===== config.mk =====
export PLATFORM = sky130hd
export DESIGN_NAME = stereo_downmix_resample_gain_unit
export DESIGN_NICKNAME = d
export VERILOG_FILES = /design/src/rtl/sdrg_pkg.sv /design/src/rtl/sdrg_ctrl.sv /design/src/rtl/sdrg_dp.sv /design/src/rtl/stereo_downmix_resample_gain_unit.sv
export SDC_FILE = /design/constraint.sdc
export NUM_CORES = 2
export LEC_CHECK = 0
export ABC_AREA = 1
export BUFFER_PORTS_ARGS = -buffer_cell sky130_fd_sc_hd__buf_2
export CAP_MARGIN = 20
export CORE_MARGIN = 5
export CORE_UTILIZATION = 55
export CTS_CLUSTER_SIZE = 12
export DETAILED_ROUTE_END_ITERATION = 10
export MAX_ROUTING_LAYER = met4
export PLACE_DENSITY = 0.77
export SLEW_MARGIN = 20
export SYNTH_ARGS = -nofsm -noshare
export SYNTH_HDL_FRONTEND = slang
export SYNTH_SLANG_ARGS = --single-unit

===== constraint.sdc =====
create_clock -name i_clk -period 6.45 [get_ports i_clk]
set_clock_uncertainty 0.05 [all_clocks]
set_input_delay 1.29 -clock i_clk [delete_from_list [all_inputs] [get_ports i_clk]]
set_output_delay 1.29 -clock i_clk [all_outputs]
set_load 0.01 [all_outputs]

===== src/rtl/sdrg_pkg.sv =====
package sdrg_pkg;

    // fixed field widths
    localparam int SAMPLE_BITS = 16;
    localparam int CC_W        = 3;
    localparam int GAIN_W      = 17;
    localparam int STEP_W      = 19;
    localparam int CFG_W       = 19;
    localparam int IDX_W       = 2;

    // s2 is in half-sample units, gain is Q16
    localparam int SCALE_SHIFT = 17;

    localparam int PHASE_FRAC_BITS_DEF = 16;
    localparam int MAX_REPEAT_DEF      = 8;

    // register indexes
    localparam logic [IDX_W-1:0] REG_CHANNEL_COUNT = 2'd0;
    localparam logic [IDX_W-1:0] REG_GAIN          = 2'd1;
    localparam logic [IDX_W-1:0] REG_PHASE_STEP    = 2'd2;

    localparam logic [CC_W-1:0]   CHANNEL_COUNT_RST = 3'd2;
    localparam logic [CC_W-1:0]   CHANNEL_MAX       = 3'd5;
    localparam logic [GAIN_W-1:0] GAIN_UNITY        = 17'h10000;
    localparam logic [STEP_W-1:0] PHASE_STEP_RST    = 19'h10000;

    typedef struct packed {
        logic signed [SAMPLE_BITS-1:0] front_left;
        logic signed [SAMPLE_BITS-1:0] front_right;
        logic signed [SAMPLE_BITS-1:0] center;
        logic signed [SAMPLE_BITS-1:0] rear_left;
        logic signed [SAMPLE_BITS-1:0] rear_right;
    } t_frame_in;

    typedef struct packed {
        logic signed [SAMPLE_BITS-1:0] left_sample;
        logic signed [SAMPLE_BITS-1:0] right_sample;
        logic                          last_of_run;
    } t_frame_out;

    typedef struct packed {
        logic capture;
        logic mul;
        logic sat;
        logic emit;
        logic last;
        logic finish;
    } t_dp_cmd;

    typedef struct packed {
        logic below_one;
        logic next_below_one;
        logic out_free;
    } t_dp_sts;

endpackage


===== src/rtl/sdrg_ctrl.sv =====
module sdrg_ctrl #(
    parameter int MAX_REPEAT = sdrg_pkg::MAX_REPEAT_DEF
) (
    input  logic              i_clk,
    input  logic              i_rst_n,
    input  logic              i_in_valid,
    output logic              o_in_stall,
    output sdrg_pkg::t_dp_cmd o_cmd,
    input  sdrg_pkg::t_dp_sts i_sts
);
    import sdrg_pkg::*;

    localparam int CNT_W = $clog2(MAX_REPEAT + 1);
    localparam logic [CNT_W-1:0] CNT_MAX  = CNT_W'(MAX_REPEAT);
    localparam logic [CNT_W-1:0] CNT_LAST = CNT_W'(MAX_REPEAT - 1);

    localparam logic [1:0] S_IDLE = 2'd0;
    localparam logic [1:0] S_MUL  = 2'd1;
    localparam logic [1:0] S_SAT  = 2'd2;
    localparam logic [1:0] S_RUN  = 2'd3;

    logic [1:0]       r_state, n_state;
    logic [CNT_W-1:0] r_count, n_count;
    logic             w_more;

    // another output is due while phase is below one and the cap is not reached
    assign w_more     = i_sts.below_one && (r_count != CNT_MAX);
    assign o_in_stall = (r_state != S_IDLE);

    always_comb begin
        n_state      = r_state;
        n_count      = r_count;
        o_cmd        = '0;
        unique case (r_state)
            S_IDLE: begin
                if (i_in_valid) begin
                    o_cmd.capture = 1'b1;
                    n_state       = S_MUL;
                end
            end
            S_MUL: begin
                o_cmd.mul = 1'b1;
                n_state   = S_SAT;
            end
            S_SAT: begin
                o_cmd.sat = 1'b1;
                n_count   = '0;
                n_state   = S_RUN;
            end
            S_RUN: begin
                if (w_more) begin
                    if (i_sts.out_free) begin
                        o_cmd.emit = 1'b1;
                        o_cmd.last = !i_sts.next_below_one || (r_count == CNT_LAST);
                        n_count    = r_count + 1'b1;
                    end
                end else begin
                    o_cmd.finish = 1'b1;
                    n_state      = S_IDLE;
                end
            end
            default: n_state = S_IDLE;
        endcase
    end

    always_ff @(posedge i_clk) begin
        if (!i_rst_n) begin
            r_state <= S_IDLE;
            r_count <= '0;
        end else begin
            r_state <= n_state;
            r_count <= n_count;
        end
    end

    a_emit_under_cap: assert property (@(posedge i_clk) disable iff (!i_rst_n)
        o_cmd.emit |-> (r_count < CNT_MAX))
        else $error("output emitted beyond repeat cap");

    a_last_ends_run: assert property (@(posedge i_clk) disable iff (!i_rst_n)
        (o_cmd.emit && o_cmd.last) |=> (!o_cmd.emit && o_cmd.finish))
        else $error("output after last_of_run");

endmodule


===== src/rtl/sdrg_dp.sv =====
module sdrg_dp #(
    parameter int PHASE_FRAC_BITS = sdrg_pkg::PHASE_FRAC_BITS_DEF
) (
    input  logic                        i_clk,
    input  logic                        i_rst_n,
    input  logic                        i_cfg_we,
    input  logic [sdrg_pkg::IDX_W-1:0]  i_cfg_idx,
    input  logic [sdrg_pkg::CFG_W-1:0]  i_cfg_data,
    input  sdrg_pkg::t_frame_in         i_in_data,
    input  sdrg_pkg::t_dp_cmd           i_cmd,
    output sdrg_pkg::t_dp_sts           o_sts,
    output logic                        o_out_valid,
    input  logic                        i_out_stall,
    output sdrg_pkg::t_frame_out        o_out_data
);
    import sdrg_pkg::*;

    localparam int MIX_W = SAMPLE_BITS + 3;
    localparam int PRD_W = MIX_W + GAIN_W + 1;
    localparam int PH_W  = ((PHASE_FRAC_BITS > STEP_W) ? PHASE_FRAC_BITS : STEP_W) + 1;
    localparam logic [PH_W-1:0] PH_ONE = {{(PH_W-1){1'b0}}, 1'b1} << PHASE_FRAC_BITS;
    localparam logic signed [PRD_W-1:0] S_MAX = PRD_W'((1 << (SAMPLE_BITS - 1)) - 1);
    localparam logic signed [PRD_W-1:0] RND   = PRD_W'((1 << SCALE_SHIFT) - 1);

    function automatic logic [SAMPLE_BITS-1:0] scale_sat(input logic signed [PRD_W-1:0] p);
        logic signed [PRD_W-1:0] b;
        logic signed [PRD_W-1:0] q;
        // truncate toward zero, then clamp symmetric
        b = p + (p[PRD_W-1] ? RND : '0);
        q = b >>> SCALE_SHIFT;
        if (q > S_MAX)
            q = S_MAX;
        else if (q < -S_MAX)
            q = -S_MAX;
        return q[SAMPLE_BITS-1:0];
    endfunction

    logic [CC_W-1:0]          r_chan_cnt;
    logic [GAIN_W-1:0]        r_gain;
    logic [STEP_W-1:0]        r_step;
    logic [PH_W-1:0]          r_phase;
    logic signed [MIX_W-1:0]  r_l2, r_r2;
    logic signed [PRD_W-1:0]  r_lp, r_rp;
    logic [SAMPLE_BITS-1:0]   r_lo, r_ro;
    logic                     r_out_valid;
    t_frame_out               r_out_data;

    logic [CC_W-1:0]          w_nch;
    logic signed [GAIN_W:0]   w_gain;
    logic signed [MIX_W-1:0]  w_c0, w_c1, w_c2, w_c3, w_c4;
    logic signed [MIX_W-1:0]  w_l2, w_r2;
    logic [PH_W-1:0]          w_ph_sum;

    // config registers
    always_ff @(posedge i_clk) begin
        if (!i_rst_n) begin
            r_chan_cnt <= CHANNEL_COUNT_RST;
            r_gain     <= GAIN_UNITY;
            r_step     <= PHASE_STEP_RST;
        end else if (i_cfg_we) begin
            unique case (i_cfg_idx)
                REG_CHANNEL_COUNT: r_chan_cnt <= i_cfg_data[CC_W-1:0];
                REG_GAIN:          r_gain     <= i_cfg_data[GAIN_W-1:0];
                REG_PHASE_STEP:    r_step     <= i_cfg_data[STEP_W-1:0];
                default: ;
            endcase
        end
    end

    assign w_nch  = (r_chan_cnt > CHANNEL_MAX) ? CHANNEL_MAX : r_chan_cnt;
    assign w_gain = $signed({1'b0, ((r_gain > GAIN_UNITY) ? GAIN_UNITY : r_gain)});

    assign w_c0 = MIX_W'(i_in_data.front_left);
    assign w_c1 = MIX_W'(i_in_data.front_right);
    assign w_c2 = MIX_W'(i_in_data.center);
    assign w_c3 = MIX_W'(i_in_data.rear_left);
    assign w_c4 = MIX_W'(i_in_data.rear_right);

    // downmix in half-sample units
    always_comb begin
        w_l2 = '0;
        w_r2 = '0;
        if (w_nch == 3'd1) begin
            w_l2 = w_c0 <<< 1;
            w_r2 = w_c0 <<< 1;
        end else if (w_nch >= 3'd2) begin
            w_l2 = (w_c0 <<< 1) + ((w_nch >= 3'd3) ? w_c2 : '0)
                 + ((w_nch >= 3'd4) ? w_c3 : '0);
            w_r2 = (w_c1 <<< 1) + ((w_nch >= 3'd3) ? w_c2 : '0)
                 + ((w_nch >= 3'd5) ? w_c4 : '0);
        end
    end

    always_ff @(posedge i_clk) begin
        if (i_cmd.capture) begin
            r_l2 <= w_l2;
            r_r2 <= w_r2;
        end
        if (i_cmd.mul) begin
            r_lp <= r_l2 * w_gain;
            r_rp <= r_r2 * w_gain;
        end
        if (i_cmd.sat) begin
            r_lo <= scale_sat(r_lp);
            r_ro <= scale_sat(r_rp);
        end
    end

    // phase accumulator
    assign w_ph_sum = r_phase + PH_W'(r_step);

    always_ff @(posedge i_clk) begin
        if (!i_rst_n) begin
            r_phase <= '0;
        end else if (i_cmd.emit) begin
            r_phase <= w_ph_sum;
        end else if (i_cmd.finish) begin
            r_phase <= (r_phase < PH_ONE) ? '0 : (r_phase - PH_ONE);
        end
    end

    // output register
    always_ff @(posedge i_clk) begin
        if (!i_rst_n) begin
            r_out_valid <= 1'b0;
        end else if (i_cmd.emit) begin
            r_out_valid <= 1'b1;
        end else if (!i_out_stall) begin
            r_out_valid <= 1'b0;
        end
    end

    always_ff @(posedge i_clk) begin
        if (i_cmd.emit) begin
            r_out_data.left_sample  <= r_lo;
            r_out_data.right_sample <= r_ro;
            r_out_data.last_of_run  <= i_cmd.last;
        end
    end

    assign o_sts.below_one      = (r_phase < PH_ONE);
    assign o_sts.next_below_one = (w_ph_sum < PH_ONE);
    assign o_sts.out_free       = !r_out_valid || !i_out_stall;
    assign o_out_valid          = r_out_valid;
    assign o_out_data           = r_out_data;

    a_no_overwrite: assert property (@(posedge i_clk) disable iff (!i_rst_n)
        i_cmd.emit |-> (!r_out_valid || !i_out_stall))
        else $error("pending output overwritten");

    a_sat_range: assert property (@(posedge i_clk) disable iff (!i_rst_n)
        r_out_valid |-> (r_out_data.left_sample != {1'b1, {(SAMPLE_BITS-1){1'b0}}}
                      && r_out_data.right_sample != {1'b1, {(SAMPLE_BITS-1){1'b0}}}))
        else $error("output outside saturation range");

endmodule


===== src/rtl/stereo_downmix_resample_gain_unit.sv =====
// channel   | direction | handshake              | payload
// ----------+-----------+------------------------+-------------------------------
// in        | input     | i_in_valid / o_in_stall | i_in_data   (t_frame_in)
// out       | output    | o_out_valid / i_out_stall | o_out_data (t_frame_out)
// cfg       | input     | i_cfg_we               | i_cfg_idx, i_cfg_data
//
// a source frame goes through capture and mix, multiply, and scale and clamp,
// then the run with one emit per output transfer, and a closing step for the phase
// update, giving n outputs (n from 0 to MAX_REPEAT)
// the input is stalled while the controller is not idle; the single
// output register lets the next frame enter while the last result waits
// a stall on the output holds the run at the pending output
// synchronous active-low reset restores the register defaults and clears phase
module stereo_downmix_resample_gain_unit #(
    parameter int PHASE_FRAC_BITS = sdrg_pkg::PHASE_FRAC_BITS_DEF,
    parameter int MAX_REPEAT      = sdrg_pkg::MAX_REPEAT_DEF
) (
    input  logic                       i_clk,
    input  logic                       i_rst_n,
    // configuration writes
    input  logic                       i_cfg_we,
    input  logic [sdrg_pkg::IDX_W-1:0] i_cfg_idx,
    input  logic [sdrg_pkg::CFG_W-1:0] i_cfg_data,
    // source frames
    input  logic                       i_in_valid,
    output logic                       o_in_stall,
    input  sdrg_pkg::t_frame_in        i_in_data,
    // stereo outputs
    output logic                       o_out_valid,
    input  logic                       i_out_stall,
    output sdrg_pkg::t_frame_out       o_out_data
);
    import sdrg_pkg::*;

    // command and status between sequencer and datapath
    t_dp_cmd w_cmd;
    t_dp_sts w_sts;

    // sequencer: frame steps and repeat count
    sdrg_ctrl #(
        .MAX_REPEAT (MAX_REPEAT)
    ) u_ctrl (
        .i_clk      (i_clk),
        .i_rst_n    (i_rst_n),
        .i_in_valid (i_in_valid),
        .o_in_stall (o_in_stall),
        .o_cmd      (w_cmd),
        .i_sts      (w_sts)
    );

    // datapath: config, mix, gain, clamp, phase accumulator, output register
    sdrg_dp #(
        .PHASE_FRAC_BITS (PHASE_FRAC_BITS)
    ) u_dp (
        .i_clk       (i_clk),
        .i_rst_n     (i_rst_n),
        .i_cfg_we    (i_cfg_we),
        .i_cfg_idx   (i_cfg_idx),
        .i_cfg_data  (i_cfg_data),
        .i_in_data   (i_in_data),
        .i_cmd       (w_cmd),
        .o_sts       (w_sts),
        .o_out_valid (o_out_valid),
        .i_out_stall (i_out_stall),
        .o_out_data  (o_out_data)
    );

endmodule

==> results.sh <==
export IMPL_hold_class="register to register"
export IMPL_cts_tree="yes"
export IMPL_viasPerCell=5.35
export IMPL_syn_nets=5976
export IMPL_drt_wl_total_um=112000
export IMPL_io_buffers=140
export IMPL_crit_fanout=4
export IMPL_worst_pin_slew_ns=1.06
export IMPL_numCtsBuffers=29
export IMPL_dp_cells=6240
export IMPL_clock_path_buffers=3
export IMPL_drtIter0Drc=2858
export IMPL_grtUsageTotal=0.282
export IMPL_grt_first_pass_wirelength_um=173000
export IMPL_layout_nets=6432
export IMPL_clkTransAtPathRegs_ns=0.06
export IMPL_min_period_ns=6.62
export IMPL_final_cell_mix="inv_1, nand2_1, fa_1"
export IMPL_core_mm2=0.0715
export IMPL_timing_slew_headroom=0.291
export IMPL_drc=0
export IMPL_yosys_most_used_dff="edfxtp_1"
export IMPL_dpl_instance_area_mm2=0.0440
export IMPL_crit_arrival_ns=6.93
export IMPL_drtPass1Iterations=10
export IMPL_fmax_mhz=151
export IMPL_syn2layout_area_growth_pct=19.5
export IMPL_hold_viol_final=0
export IMPL_cap_violations=0
export IMPL_fin_cells=6332
export IMPL_vdd_drop_max_mv=0.217
export IMPL_holdWs_ns=0.367
export IMPL_gp_congestion=1.03
export IMPL_wl_per_cell_um=17.7
export IMPL_grt_max_degree=61
export IMPL_die_h_um=278
export IMPL_dieArea_mm2=0.0774
export IMPL_netlist_instances=4904
export IMPL_yosysWarnings=0
export IMPL_fillers=5421
export IMPL_synth_async_sr_flop_share=0
export IMPL_num_rows=98
export IMPL_start_util=0.554
export IMPL_slowest_stage="fa_1"
export IMPL_cpMostUsedCell="fa_1"
export IMPL_ios=141
export IMPL_netlist_area_mm2=0.0396
export IMPL_grt_overflow_total=0
export IMPL_outcome="finished with violations"
export IMPL_power_per_cell_area_mw_per_mm2=262
export IMPL_synth_seq_cells=243
export IMPL_synth_edf_count=177
export IMPL_setup_ws_ns=-0.173
export IMPL_clkLatencyLatePin_ns=0.61
export IMPL_regArea_mm2=0.00664
export IMPL_multiInputGateArea_mm2=0.0296
export IMPL_cpPeakStageDelay_ns=0.52
export IMPL_rsz0062_at_grt="true"
export IMPL_setup_viol=20
export IMPL_maxSlewViolCount=0
export IMPL_fin_area_mm2=0.0473
export IMPL_fin_crit_sh=1.03
export IMPL_hpwl_um=88700
export IMPL_vias=33900
export IMPL_antenna_found_initial=0
export IMPL_p_leak_nw=24.1
export IMPL_root_buffer="clkbuf_16"
export IMPL_violations="negative setup slack"
export IMPL_start_kind="register"
export IMPL_synthDistinctLibCells=55
export IMPL_avgSynthCellArea_um2=8.07
export IMPL_end_kind="register"
export IMPL_clock_sinks=243
export IMPL_die_w_um=278
export IMPL_grt_pass1_vias=34400
export IMPL_ys_seq_area_frac=0.168
export IMPL_worst_setup_path_type="register to register"
export IMPL_drive_above_1_share=0.191
export IMPL_crit_required_ns=6.75
export IMPL_layout_commonest_cell="inv_1"
export IMPL_finalPower_w=0.0124
export IMPL_hold_buffers=0
export IMPL_htree_levels=1
export IMPL_antenna_left=0
per-stage QoR:
step	TNS (ns)	utilization	worst slack, ns
floorplan	0	-	0.00123
global placement	-3.37	0.615	-0.305
detailed placement	-7.55	0.615	-0.414
CTS	-0.159	0.642	-0.0467
global route	-8.29	0.662	-0.385
finish	-1.70	0.662	-0.173
critical path, delay by kind of cell (launching register included):
| kind | cells | cell delay [ns] |
|---|---|---|
| xor+xnor | 1 | 0.17 |
| fa+ha+maj | 7 | 3.13 |
| flops | 1 | 0.32 |
| buf+inv | 11 | 1.12 |
| compound gates | 4 | 0.61 |
| simple gates | 7 | 0.95 |
metal layers:
layer / share of wire / wire, µm / GRT usage / vias up
met5: 0 / 0 / - / -
met4: 0.043 / 4840 / 0.0941 / 0
met1: 0.38 / 43000 / 0.355 / 16400
li1: - / - / - / 15600
met3: 0.093 / 10400 / 0.0588 / 361
met2: 0.48 / 53700 / 0.460 / 1486
cells in the mapped netlist, types with 3 or more instances:
cell	n	area share
a211oi_1	3	0.00057
a21boi_0	3	0.00057
a21o_1	8	0.0015
a21oi_1	216	0.027
a31oi_1	11	0.0017
and2_1	4	0.00063
buf_1	9	0.00085
buf_2	21	0.0027
clkbuf_1	69	0.0065
clkbuf_2	19	0.0024
clkinv_1	30	0.0028
dfxtp_1	66	0.033
edfxtp_1	177	0.13
fa_1	687	0.35
ha_1	279	0.088
inv_1	1196	0.11
inv_2	3	0.00028
nand2_1	931	0.088
nand2_2	13	0.0021
nand3_1	118	0.015
nand3_2	5	0.0013
nand3b_1	6	0.0011
nand4_1	36	0.0057
nor2_1	614	0.058
nor2_2	7	0.0011
nor3_1	35	0.0044
nor4_1	6	0.00095
o2111ai_1	3	0.00066
o211ai_1	4	0.00076
o21a_1	9	0.0017
o21ai_0	154	0.019
o21ai_1	6	0.00076
o21bai_1	13	0.0025
o22ai_1	9	0.0014
o31ai_1	5	0.00095
or2_2	9	0.0014
xnor2_1	40	0.0089
xor2_1	55	0.012
cell type report:
| type | instances | area share |
|---|---|---|
| multi-input cells | 3311 | 0.626 |
| well taps | 950 | 0.0251 |
| inverters | 1229 | 0.0980 |
| repair buffers | 546 | 0.0892 |
| diodes | 1 | 0.0000529 |
| flip-flops and latches | 243 | 0.140 |
| clock buffers | 40 | 0.0173 |
| clock inverters | 12 | 0.00360 |
cell families after synthesis:
kind of cell | share of synthesized area
simple gates | 0.182
fa+ha+maj | 0.436
flops | 0.168
xor+xnor | 0.0217
compound gates | 0.0626
buf+inv | 0.130
path summary, 6_finish.rpt:
check / from / end / slack (ns) / cells past startpoint
worst max-delay path: u_dp.r_gain[7]$_SDFFE_PN0P_ / u_dp.r_lp[34]$_DFFE_PN_ / -0.17 / 30
worst min-delay path: u_dp.r_ro[2]$_SDFFCE_PP1P_ / u_dp.o_out_data[3]$_DFFE_PP_ / 0.37 / 0
worst max register to register: u_dp.r_gain[7]$_SDFFE_PN0P_ / u_dp.r_lp[34]$_DFFE_PN_ / -0.17 / 30
worst min register to register: u_dp.r_ro[2]$_SDFFCE_PP1P_ / u_dp.o_out_data[3]$_DFFE_PP_ / 0.37 / 0
flip-flops by register name, summed over array words and instances (netlist names), 16 cells and up:
name	count
u_dp.o_out_data	33
u_dp.r_ro	16
u_dp.r_lo	16
u_dp.r_phase	20
u_dp.r_l2	19
u_dp.r_rp	37
u_dp.r_lp	37
u_dp.r_r2	19
u_dp.r_gain	17
u_dp.r_step	19
power breakdown:
group          switching (W)  total (W)  internal [W]
clock               0.000705    0.00172       0.00101
combinational        0.00484    0.00800       0.00316
sequential          0.000318    0.00266       0.00234
total                0.00586     0.0124       0.00652
what timing repair did:
action / 4_1_cts / 5_1_grt
endpoints found under the setup margin: 39 / 46
resized for setup: 206 / 310
gates cloned: 1 / 3
pin swaps: 69 / 145
buffers inserted: 12 / 24
Power figures use the tool's default switching activity.
